## config.mk

```make
export PLATFORM = sky130hd
export DESIGN_NAME = pidfd_mul
export DESIGN_NICKNAME = d
export VERILOG_FILES = /design/src/pidfd_pkg.sv /design/src/pidfd_mul.sv
export SDC_FILE = /design/constraint.sdc
export NUM_CORES = 2
export LEC_CHECK = 0
export ABC_AREA = 1
export BUFFER_PORTS_ARGS = -buffer_cell sky130_fd_sc_hd__buf_2
export CAP_MARGIN = 20
export CORE_ASPECT_RATIO = 0.5
export CORE_MARGIN = 2
export CORE_UTILIZATION = 25
export DETAILED_ROUTE_END_ITERATION = 12
export SLEW_MARGIN = 20
export SYNTH_ARGS = -nofsm -noshare
export SYNTH_HDL_FRONTEND = slang
export SYNTH_SLANG_ARGS = --single-unit
```

## constraint.sdc

```tcl
create_clock -name aclk -period 9.5 [get_ports aclk]
set_clock_uncertainty 0.05 [all_clocks]
set_input_delay 1.9 -clock aclk [delete_from_list [all_inputs] [get_ports aclk]]
set_output_delay 1.9 -clock aclk [all_outputs]
set_load 0.03 [all_outputs]
```

## src/pidfd_pkg.sv

```systemverilog
`default_nettype none

package pidfd_pkg;

    localparam int DATA_W = 32;
    localparam int MUL_W  = 33;
    localparam int PROD_W = 2 * MUL_W;
    localparam int ACC_W  = PROD_W + 1;
    localparam int TERM_W = 48;
    localparam int CFG_INDEX_W = 3;

    localparam logic [CFG_INDEX_W-1:0] REG_PROP_GAIN    = 3'd0;
    localparam logic [CFG_INDEX_W-1:0] REG_INTEG_GAIN   = 3'd1;
    localparam logic [CFG_INDEX_W-1:0] REG_DERIV_GAIN   = 3'd2;
    localparam logic [CFG_INDEX_W-1:0] REG_INTEG_LIMIT  = 3'd3;
    localparam logic [CFG_INDEX_W-1:0] REG_OUT_MAX      = 3'd4;
    localparam logic [CFG_INDEX_W-1:0] REG_OUT_MIN      = 3'd5;
    localparam logic [CFG_INDEX_W-1:0] REG_DEAD_ZONE    = 3'd6;
    localparam logic [CFG_INDEX_W-1:0] REG_DERIV_SMOOTH = 3'd7;

    localparam logic signed [MUL_W-1:0] ONE_Q16 = 33'sd65536;

    typedef enum logic [3:0] {
        ST_IDLE,
        ST_T_NEW,
        ST_T_OLD,
        ST_T_SUM,
        ST_T_RND,
        ST_ERR,
        ST_P_MUL,
        ST_I_MUL,
        ST_D_MUL,
        ST_INTEG,
        ST_DB_NEW,
        ST_DB_OLD,
        ST_DB_SUM,
        ST_DB_RND,
        ST_SUM,
        ST_CLAMP
    } pidfd_state_t;

    function automatic logic signed [DATA_W-1:0] sat32(input logic signed [ACC_W-1:0] v);
        logic signed [DATA_W-1:0] r;
        if (v > 67'sd2147483647) begin
            r = 32'sh7FFFFFFF;
        end else if (v < -67'sd2147483648) begin
            r = 32'sh80000000;
        end else begin
            r = v[DATA_W-1:0];
        end
        return r;
    endfunction

    // Divide by 2^16, rounding to nearest with ties toward positive infinity.
    function automatic logic signed [ACC_W-1:0] rnd16(input logic signed [ACC_W-1:0] v);
        logic signed [ACC_W-1:0] t;
        t = v + 67'sd32768;
        return t >>> 16;
    endfunction

endpackage

`default_nettype wire

```

## src/pidfd_mul.sv

```systemverilog
`default_nettype none

module pidfd_mul (
    input  wire logic                                 aclk,
    input  wire logic signed [pidfd_pkg::MUL_W-1:0]   mul_a,
    input  wire logic signed [pidfd_pkg::MUL_W-1:0]   mul_b,
    output logic signed [pidfd_pkg::PROD_W-1:0]       prod
);

    logic signed [pidfd_pkg::PROD_W-1:0] prod_reg;

    always_ff @(posedge aclk) begin
        prod_reg <= mul_a * mul_b;
    end

    assign prod = prod_reg;

endmodule

`default_nettype wire

```

Word level (Yosys, flattened, before mapping)
Cells that the tools add are included.
{ "totals": {"ff_bits": 66, "in_bits": 67, "output_inout_bits": 66, "elab_cells": 2} }
{ "op_classes": {"n_mul": 1} }
{ "ops": {"columns": ["operator", "n"], "rows": [
  ["$mul A33 B33 Y66", 1]
]} }

Depth between registers and ports, before layout
{ "depth": {"ltp_word": 1, "mapped_depth": 34, "mapped_depth_nobuf": 32} }

Least setup slack after synthesis
No wires, ideal clock.
{ "synth_timing": {"path_type": "input to register", "start": "input mul_a[32] (netlist name)", "end": "register prod_reg, in the netlist prod[60]", "setup_time_ps": 113, "arrival_ps": 8543, "t_required_ps": 9337, "setup_slack_ps": 794, "cell_stages": 23, "path_buffers": 2, "path_cell_list": "clkbuf_1 > clkbuf_1 > nand2_1 > inv_1 > fa_1 > fa_1 > fa_1 > fa_1 > inv_1 > fa_1 > fa_1 > fa_1 > fa_1 > inv_1 > ha_1 > nand2_1 > nor2_1 > inv_1 > nor3_1 > nand2_1 > and2_0 > nand4_1 > nand2_1"} }
{ "synth_between": {"elab_chain_cells": 1} }
{ "synth_lines": {"columns": ["element", "line_no", "text"], "rows": [
  ["start, declared", "pidfd_mul.sv:5", "input wire logic signed [pidfd_pkg::MUL_W-1:0] mul_a,"],
  ["$mul A33 B33 Y66", "pidfd_mul.sv:13", "prod_reg <= mul_a * mul_b;"],
  ["end signal, assigned", "pidfd_mul.sv:13", null],
  ["end, declared", "pidfd_mul.sv:10", "logic signed [pidfd_pkg::PROD_W-1:0] prod_reg;"]
]} }
No other way between the ends.

Worst setup path after layout
{ "layout_timing": {"start": "input mul_b[10] (netlist name)", "end": "register prod_reg, in the netlist prod[50]"} }
{ "layout_between": {"elab_chain_cells": 1} }
{ "layout_lines": {"columns": ["element", "line_no", "text"], "rows": [
  ["start, declared", "pidfd_mul.sv:6", "input wire logic signed [pidfd_pkg::MUL_W-1:0] mul_b,"],
  ["$mul A33 B33 Y66", "pidfd_mul.sv:13", null]
]} }
No other way between the ends.

==> impl_metrics.toml <==
[sta]
fin_hold_ws_ns = 2.19
min_period_ns = 8.82
worst_slew_pin_slew_ns = 0.963
max_freq_ghz = 0.113
setup_violations = 0
rsz0062_at_grt = "no"
setup_tns_ns = 0
finalHoldViolCount = 0
period_share_pct = 92.8
slew_viol_final = 0
slew_headroom_pct = 35.8

[logic_synthesis]
synth_largest_area_cell = "fa_1"
yosysTopAreaCellShare_pct = 53.1
ys_types = 35
synthArstFlopShare_pct = 0
synth.area.top_cells = "fa_1, inv_1, nand2_1, ha_1, dfxtp_1"
synthesis.nets = 6972
yosys_warnings = 0
ys_seq_area_share_pct = 3.06
synth-edff-count = 0
yosysMostFrequentCell = "inv_1"
syn_area_per_cell_um2 = 7.79
syn-cell-area_mm2 = 0.0432
synth_top_cells_by_count = "inv_1, nand2_1, fa_1"
ys_ff_latch = 66
synthFlopType = "dfxtp_1"
syn-instance-count = 5543

[hold_path]
min_from = "mul_a[0]"
whs_path_depth = 4
hold_path_end = "prod[0]$_DFF_P_"
hold_path.class = "input port to register"

[grt]
use_met1_pct = 19.1
grt_pass1_wl_um = 203000
use_met3_pct = 1.45
first_global_vias = 35600
grt_usage_pct = 14.7
grt_start_max_net_pins = 34
antenna_found_initial = 15
use_met2_pct = 26.7
overflow = 0
grt_busiest_layer = "met2"

[drt]
wl_per_cell_um = 16.0
route.detailed.drc = 0
wirelength_um = 125000
drtIter0Drc = 2046
avgViaCountPerCell = 4.14
route.vias.total = 32300
drtAntennaViolNets = 0
drt_pre_antenna_iters = 5

[placed_design]
port_buffers = 132
hpwl_um = 109000
gp_congestion = 0.953

[floorplan]
die_area_mm2 = 0.176
die_height_um = 298
core-area_mm2 = 0.171
initial_core_util_pct = 25.3
rows = 107
die_x_um = 592
io_pins = 133

[clock_network]
clkTransAtPathRegs_ns = 0.06
htree_levels = 3
cts_buffers = 9
cts_resized = 0
cts_root_buf = "clkbuf_16"
cts_tree = "done"
clock_path_buffers = 2
postCtsHoldBufs = 0
cts_sinks = 66
postCtsSetupBuffers = 0

[critical_path]
cp-end-kind = "register"
crit_fanout = 19
path_class = "input port to register"
worst_ep_arrival_time_ns = 8.99
start_kind = "input port"
critPathRequiredTime_ns = 9.67

[finish]
utilization_pct = 27.4
drive_above_1_share_pct = 5.45
layout.nets = 6944
largest_register_ffs = 66
area_delta_synth_final_pct = 8.52

[run_status]
status = "complete, no violations"

[flow_run]
cap_viol_max_count = 0
-- how the worst max path moves through the flow --
| stage | cells past startpoint | end | from |
|---|---|---|---|
| 4_1_cts | 26 | prod[59]$_DFF_P_ | mul_a[15] |
| 5_1_grt | 21 | prod[62]$_DFF_P_ | mul_b[20] |
| 2_1_floorplan | 23 | prod[60]$_DFF_P_ | mul_a[32] |
| 6_report | 24 | prod[50]$_DFF_P_ | mul_b[10] |
| 3_3_place_gp | 23 | prod[35]$_DFF_P_ | mul_a[15] |
| 3_5_place_dp | 23 | prod[64]$_DFF_P_ | mul_b[20] |
-- worst max-delay path, stage by stage --
cell and delay (ns):
buf_2 0.53, nand2_1 0.20, fa_1 0.74, fa_1 0.59
buf_4 0.20, fa_1 0.47, inv_1 0.05, fa_1 0.48
fa_1 0.61, fa_1 0.44, fa_1 0.49, inv_1 0.05
fa_1 0.47, inv_1 0.04, ha_1 0.46, nand2_1 0.14
nor2_1 0.17, inv_1 0.09, nor2_2 0.22, nand2_1 0.12
nor3_1 0.16, nand2_1 0.11, nand4_1 0.10, nand2_1 0.11
-- stage by stage --
step | cell area (um2) | cells | setup WS [ns]
after floorplan | 43200 | 5543 | 0.794
after detailed placement | 46500 | 7793 | 0.338
final | 46900 | 7810 | 0.680
after global routing | 46900 | 7810 | 0.292
after CTS | 46800 | 7809 | 0.722
after global placement | 46500 | 7793 | 0.302
-- final cells by class --
class | instances | area, um2
inverter | 1895 | 7110
clock buffer | 10 | 229
sequential | 66 | 1320
fill | 18700 | 124000
tap | 2289 | 2860
clock inverter | 6 | 115
timing repair buffer | 224 | 1450
multi-input combinational | 3319 | 33800
antenna | 1 | 2.50
-- per-layer routing --
| metal | share of wire [%] | wire length, um | vias up |
|---|---|---|---|
| li1 | - | - | 14900 |
| met1 | 43 | 53500 | 16400 |
| met2 | 50 | 62800 | 842 |
| met3 | 5.0 | 6270 | 128 |
| met4 | 1.7 | 2100 | 12 |
| met5 | 0.055 | 68 | - |
-- logic make-up after synthesis --
| group | synth area share [%] |
|---|---|
| buf+inv | 18.8 |
| simple gates | 16.6 |
| fa+ha+maj | 59.4 |
| compound gates | 1.38 |
| flops | 3.06 |
| xor+xnor | 0.832 |
-- layout by cell type (no fill, tap or decap), types with 4 or more instances in the layout --
master        n
nand2_1    1517
or2_2         5
xnor2_1       4
buf_4        84
nor2_2       20
dfxtp_1      66
o21ai_0      19
nor2_1      131
nand3_1      70
nor3_1        7
clkbuf_16     9
nand3_2       8
xor2_1       37
buf_12        8
nand2_2      17
nand4_1      19
inv_1      1894
a21oi_1      61
buf_2       132
ha_1        217
fa_1       1144
nor4_1        4
a21oi_2       4
o21bai_1     14
Power is left out: the tool's default activity adds up to more than one toggle a clock period on the data nets, which glitch-free logic cannot reach.
